File: src/sims_pkg.sv
// Shared types, constants and the bucket hash for the sparse swap block.
package sims_pkg;

    localparam int unsigned BUCKETS_DEF = 1024;
    localparam int unsigned WAYS_DEF = 4;
    localparam logic [31:0] MIX_MUL = 32'h045d9f3b;

    typedef struct packed {
        logic signed [31:0] first_index;
        logic signed [31:0] second_index;
    } t_in;

    typedef struct packed {
        logic [31:0] difference;
        logic table_full;
    } t_out;

    typedef enum logic [3:0] {
        ST_IDLE,
        ST_HASH1,
        ST_HASH2,
        ST_HASH3,
        ST_READ1,
        ST_READ2,
        ST_DECIDE,
        ST_WRITE1,
        ST_WRITE2,
        ST_OUT
    } t_state;

    // Command from the controller to the datapath.
    typedef struct packed {
        logic load;
        logic hash1;
        logic hash2;
        logic hash3;
        logic read1;
        logic read2;
        logic decide;
        logic write1;
        logic write2;
    } t_cmd;

    // Status from the datapath to the controller.
    typedef struct packed {
        logic equal;
        logic clearing;
    } t_sts;

    function automatic logic [31:0] mix_half(input logic [31:0] x);
        mix_half = {{16{x[31]}}, x[31:16]} ^ x;
    endfunction

endpackage

File: src/sims_ctrl.sv
// Controller state machine that sequences hashing, lookups and writes.
module sims_ctrl (
    input  logic              i_clk,
    input  logic              i_rst_n,
    input  logic              i_in_valid,
    output logic              o_in_ready,
    output logic              o_out_valid,
    input  logic              i_out_ready,
    input  sims_pkg::t_sts    i_sts,
    output sims_pkg::t_cmd    o_cmd
);

    sims_pkg::t_state r_state, n_state;

    always_ff @(posedge i_clk) begin
        if (!i_rst_n) begin
            r_state <= sims_pkg::ST_IDLE;
        end else begin
            r_state <= n_state;
        end
    end

    always_comb begin
        n_state = r_state;
        case (r_state)
            sims_pkg::ST_IDLE:   if (i_in_valid && !i_sts.clearing) n_state = sims_pkg::ST_HASH1;
            sims_pkg::ST_HASH1:  n_state = sims_pkg::ST_HASH2;
            sims_pkg::ST_HASH2:  n_state = sims_pkg::ST_HASH3;
            sims_pkg::ST_HASH3:  n_state = i_sts.equal ? sims_pkg::ST_OUT : sims_pkg::ST_READ1;
            sims_pkg::ST_READ1:  n_state = sims_pkg::ST_READ2;
            sims_pkg::ST_READ2:  n_state = sims_pkg::ST_DECIDE;
            sims_pkg::ST_DECIDE: n_state = sims_pkg::ST_WRITE1;
            sims_pkg::ST_WRITE1: n_state = sims_pkg::ST_WRITE2;
            sims_pkg::ST_WRITE2: n_state = sims_pkg::ST_OUT;
            sims_pkg::ST_OUT:    if (i_out_ready) n_state = sims_pkg::ST_IDLE;
            default:             n_state = sims_pkg::ST_IDLE;
        endcase
    end

    always_comb begin
        o_cmd = '0;
        o_in_ready = 1'b0;
        o_out_valid = 1'b0;
        case (r_state)
            sims_pkg::ST_IDLE: begin
                o_in_ready = !i_sts.clearing;
                o_cmd.load = i_in_valid && !i_sts.clearing;
            end
            sims_pkg::ST_HASH1:  o_cmd.hash1 = 1'b1;
            sims_pkg::ST_HASH2:  o_cmd.hash2 = 1'b1;
            sims_pkg::ST_HASH3:  o_cmd.hash3 = 1'b1;
            sims_pkg::ST_READ1:  o_cmd.read1 = 1'b1;
            sims_pkg::ST_READ2:  o_cmd.read2 = 1'b1;
            sims_pkg::ST_DECIDE: o_cmd.decide = 1'b1;
            sims_pkg::ST_WRITE1: o_cmd.write1 = 1'b1;
            sims_pkg::ST_WRITE2: o_cmd.write2 = 1'b1;
            sims_pkg::ST_OUT:    o_out_valid = 1'b1;
            default: ;
        endcase
    end

`ifndef SYNTHESIS
    a_ready_idle: assert property (@(posedge i_clk) disable iff (!i_rst_n)
        o_in_ready |-> !o_out_valid) else $error("ready while result pending");
    a_out_hold: assert property (@(posedge i_clk) disable iff (!i_rst_n)
        (o_out_valid && !i_out_ready) |=> o_out_valid) else $error("result dropped");
    a_load_start: assert property (@(posedge i_clk) disable iff (!i_rst_n)
        o_cmd.load |=> o_cmd.hash1) else $error("hash did not follow load");
`endif

endmodule

File: config.mk
export PLATFORM = sky130hd
export DESIGN_NAME = sims_ctrl
export DESIGN_NICKNAME = d
export VERILOG_FILES = /design/src/sims_pkg.sv /design/src/sims_ctrl.sv
export SDC_FILE = /design/constraint.sdc
export NUM_CORES = 1
export LEC_CHECK = 0
export ABC_AREA = 0
export BUFFER_PORTS_ARGS = -buffer_cell sky130_fd_sc_hd__buf_2
export CAP_MARGIN = 40
export CORE_AREA = 5 5 42 44
export DETAILED_ROUTE_END_ITERATION = 7
export DIE_AREA = 0 0 47 49
export PLACE_DENSITY = 0.49
export SLEW_MARGIN = 30
export SYNTH_ARGS = -nofsm -noshare
export SYNTH_HDL_FRONTEND = slang
export SYNTH_SLANG_ARGS = --single-unit
File: constraint.sdc
create_clock -name i_clk -period 3.2 [get_ports i_clk]
set_clock_uncertainty 0.2 [all_clocks]
set_input_delay 0.32 -clock i_clk [delete_from_list [all_inputs] [get_ports i_clk]]
set_output_delay 0.32 -clock i_clk [all_outputs]
set_load 0.01 [all_outputs]
# After elaboration in Yosys (flattened, before gate mapping)

Index checks and enable logic that the tools add are counted.

Flip-flop bits (word level): 4
Output and inout port bits: 11
Logic and storage cells: 31

Equality and inequality tests: 11
Muxes and demuxes: 15
Reductions and logical operators: 4

Operator list:

| operator                                            | count |
|---|---|
| one-hot mux 4 bit (10 select lines)                 | 1 |
| equality test 4 x 3 -> 1 bit, second input constant | 4 |
| 2-to-1 mux 4 bit                                    | 3 |
| 2-to-1 mux 1 bit                                    | 11 |
| equality test 4 x 2 -> 1 bit, second input constant | 2 |
| equality test 4 bit, second input constant          | 2 |
| equality test 4 x 1 -> 1 bit, second input constant | 1 |
| logical NOT 4 bit                                   | 1 |
| != test 2 bit, second input constant                | 2 |
| AND reduction 2 bit                                 | 1 |
| logical AND 1 bit                                   | 1 |
| logical NOT 1 bit                                   | 1 |

# Depth between registers and ports, before layout

Depth in word-level cells: 4
Mapped depth: 4

# Worst setup path before layout

Ideal clock, no wire load.

Path kind: register -> output
From: register r_state[1]
To: output port o_cmd[8] (netlist bit)
Data arrival time: 1.180 ns
Slack: 1.500 ns
Cell stages (with the launch flop): 4
Path buffers: 1
Cell sequence: dfxtp_1 -> buf_6 -> or4_4 -> and2b_1

RTL lines:

| element                | RTL line        | text |
|---|---|---|
| from (decl)            | sims_ctrl.sv:13 | `sims_pkg::t_state r_state, n_state;` |
| from (signal assigned) | sims_ctrl.sv:17 | `r_state <= sims_pkg::ST_IDLE;` |
| from (signal assigned) | sims_ctrl.sv:19 | `r_state <= n_state;` |
| to (decl)              | sims_ctrl.sv:10 | `output sims_pkg::t_cmd o_cmd` |

==> flow_summary.json <==
{
  "status": "complete, no violations",
  "dp_hpwl_um": 590,
  "wl_per_cell_um": 10.2,
  "io-pin-count": 17,
  "ctsResizeCount": 0,
  "wl_um": 736,
  "rows": 14,
  "syn_area_um2": 297,
  "vdd_drop_max_mv": 0.182,
  "final-hold-violation-count": 0,
  "finalSetupTns_ps": 0,
  "cell_internal_pwr_mw": 0.157,
  "leakagePower_nw": 0.197,
  "cts_tree": "built",
  "max_freq_mhz": 497,
  "netlist_instances": 40,
  "clk_pin_slew_ps": 40,
  "crit_path_end": "o_cmd[8]",
  "avgSynthCellArea_um2": 7.41,
  "grt_antenna_before_repair": 0,
  "largest-register": "r_state",
  "drtPass1Iterations": 1,
  "hold_buffers": 0,
  "register_area_um2": 80.1,
  "start_kind": "flop",
  "max-cap-violations": 0,
  "synth_cell_types": 18,
  "synth_seq_area_share_pct": 27.0,
  "io_buffers": 16,
  "synth-seq-cells": 4,
  "synth_fp_nets": 46,
  "pwr-share-comb_pct": 40.8,
  "min_path_type": "in2reg",
  "r2r_slack_ps": 1670,
  "slew_headroom_pct": 75.2,
  "setup.worst_path.class": "reg2out",
  "power_switching_mw": 0.0935,
  "grt_start_max_net_pins": 13,
  "finalMaxSlewViolations": 0,
  "via_per_inst": 4.54,
  "grt_pass1_vias": 290,
  "clk_path_buf_depth": 2,
  "cts_made_buffers": 3,
  "drtAntennaViolNets": 0,
  "diodes": 0,
  "initial_core_util_pct": 21.2,
  "fillers": 169,
  "p_clk_share_pct": 24.6,
  "yosysWarnings": 0,
  "rr_endpoint": "r_state[0]$_SDFFE_PN0P_",
  "finalSetupViolations": 0,
  "crit_path_end_kind": "primary output",
  "post-route-util_pct": 28.6,
  "timing.final.crit_share_pct": 62.9,
  "grt_pass1_wl_mm": 1.23,
  "hold-worst-slack_ps": 131,
  "worstPathRequired_ps": 2680,
  "vias": 327,
  "htree_num_levels": 1,
  "top_regs": "r_state: 4 flops",
  "nets": 64,
  "r2r_start": "r_state[1]$_SDFFE_PN0P_",
  "dieArea_um2": 2300,
  "reg2regPathDepth": 2,
  "root_buffer": "clkbuf_4",
  "final_area_um2": 400,
  "drt-initial-drc-count": 0,
  "period_minus_slack_ps": 2010,
  "clock_sinks": 4,
  "crit_start": "r_state[1]$_SDFFE_PN0P_",
  "area_growth_syn_to_layout_pct": 35.0,
  "p_seq_share_pct": 34.6,
  "p_per_area_nw_per_um2": 625,
  "switching_share_pct": 37.4,
  "track_usage_pct": 7.88,
  "core_um2": 1400,
  "multi_input_area_um2": 194,
  "die_h_um": 49,
  "die_x_um": 47,
  "drc_errors": 0,
  "total_power_mw": 0.250,
  "post_cts_buffers": 0,
  "grt_setup_unrepaired": "no",
  "cp_max_fo": 9,
  "tightest_slew_ps": 372,
  "worstPathArrival_ps": 1490,
  "grt_remaining_overflow": 0,
  "largest_reg_flops": 4,
  "drive_above_1_share_pct": 35.7,
  "insertion_delay_ps": 230,
  "placed_area_um2": 378,
  "gp_congestion": 0.635
}
==> worst max-delay path, cell delays in order, from the launching register on <==
cell	delay, ps
dfxtp_1	380
or4_4	570
and2b_1	200
buf_2	120
==> layer usage <==
metal  wire length [µm]  part of all wire, %  global-route usage [%]  vias up
li1                   -                    -                       -      172
met1                314                   43                    7.22      142
met2                357                   49                    11.8       11
met3                 49                  6.7                    3.32        2
met4                 13                  1.8                    8.29        0
met5                  0                    0                       0        -
==> power groups by stage <==
stage,combinational [mW],clock (mW),sequential [mW]
floorplan,0.102,0,0.0668
detailed placement,0.104,0,0.0872
finish,0.102,0.0615,0.0867
global route,0.116,0.0713,0.0904
global placement,0.104,0,0.0879
CTS,0.105,0.0651,0.0865
==> cell families (layout without fill, tap and decap cells) <==
group / after synthesis / count (layout) / share of synthesized area [%]
buffers and inverters: 4 / 20 / 7.59
AOI/OAI and AO/OA: 5 / 5 / 14.3
muxes: 1 / 1 / 3.38
and+or+nand+nor: 25 / 25 / 44.7
xor gates and xnor gates: 1 / 1 / 2.95
DFF: 4 / 4 / 27.0
==> worst min path at each step <==
stage	from	endpoint	depth (start not counted)
floorplan	i_rst_n	r_state[3]$_SDFFE_PN0P_	1
global placement	i_rst_n	r_state[3]$_SDFFE_PN0P_	2
detailed placement	i_rst_n	r_state[3]$_SDFFE_PN0P_	2
CTS	i_rst_n	r_state[3]$_SDFFE_PN0P_	2
global route	i_rst_n	r_state[3]$_SDFFE_PN0P_	2
finish	i_rst_n	r_state[3]$_SDFFE_PN0P_	2
==> area by class of cell <==
cell class | instances | share of cell area (%)
Inverter | 1 | 0.938
Multi-Input combinational cell | 32 | 48.4
Clock buffer | 3 | 5.62
Sequential cell | 4 | 20.0
Tap cell | 16 | 5.00
Timing Repair Buffer | 16 | 20.0
==> synthesized netlist by cell type <==
| cell | number | area share (%) |
|---|---|---|
| dfxtp_1 | 4 | 27 |
| nor2b_1 | 1 | 2.1 |
| nor3_1 | 5 | 8.4 |
| a211oi_1 | 2 | 5.1 |
| inv_1 | 1 | 1.3 |
| o32ai_1 | 1 | 3.0 |
| o221a_1 | 1 | 3.8 |
| and2b_1 | 1 | 2.5 |
| mux2i_1 | 1 | 3.4 |
| nand2_1 | 2 | 2.5 |
| nor2_1 | 8 | 10 |
| clkbuf_1 | 2 | 2.5 |
| nand2b_1 | 6 | 13 |
| buf_6 | 1 | 3.8 |
| or4_4 | 1 | 3.8 |
| o21a_1 | 1 | 2.5 |
| xnor2_1 | 1 | 3.0 |
| nor3b_1 | 1 | 2.5 |
==> cell usage in the layout, fill, tap and decap left out <==
cell,Yosys,routed
a211oi_1,2,2
nand2_1,2,2
inv_1,1,1
o32ai_1,1,1
clkbuf_4,0,3
nand2b_1,6,6
o21a_1,1,1
nor2b_1,1,1
or4_4,1,1
and2b_1,1,1
o221a_1,1,1
nor3_1,5,5
dfxtp_1,4,4
xnor2_1,1,1
buf_2,0,16
mux2i_1,1,1
nor3b_1,1,1
nor2_1,8,8
==> through the flow <==
stage,cells,setup WS [ps]
final,72,1190
after global routing,72,1120
after CTS,72,1170
after detailed placement,69,1430
after global placement,69,1440
after floorplan,40,1500
(Power assumes the default switching activity.)
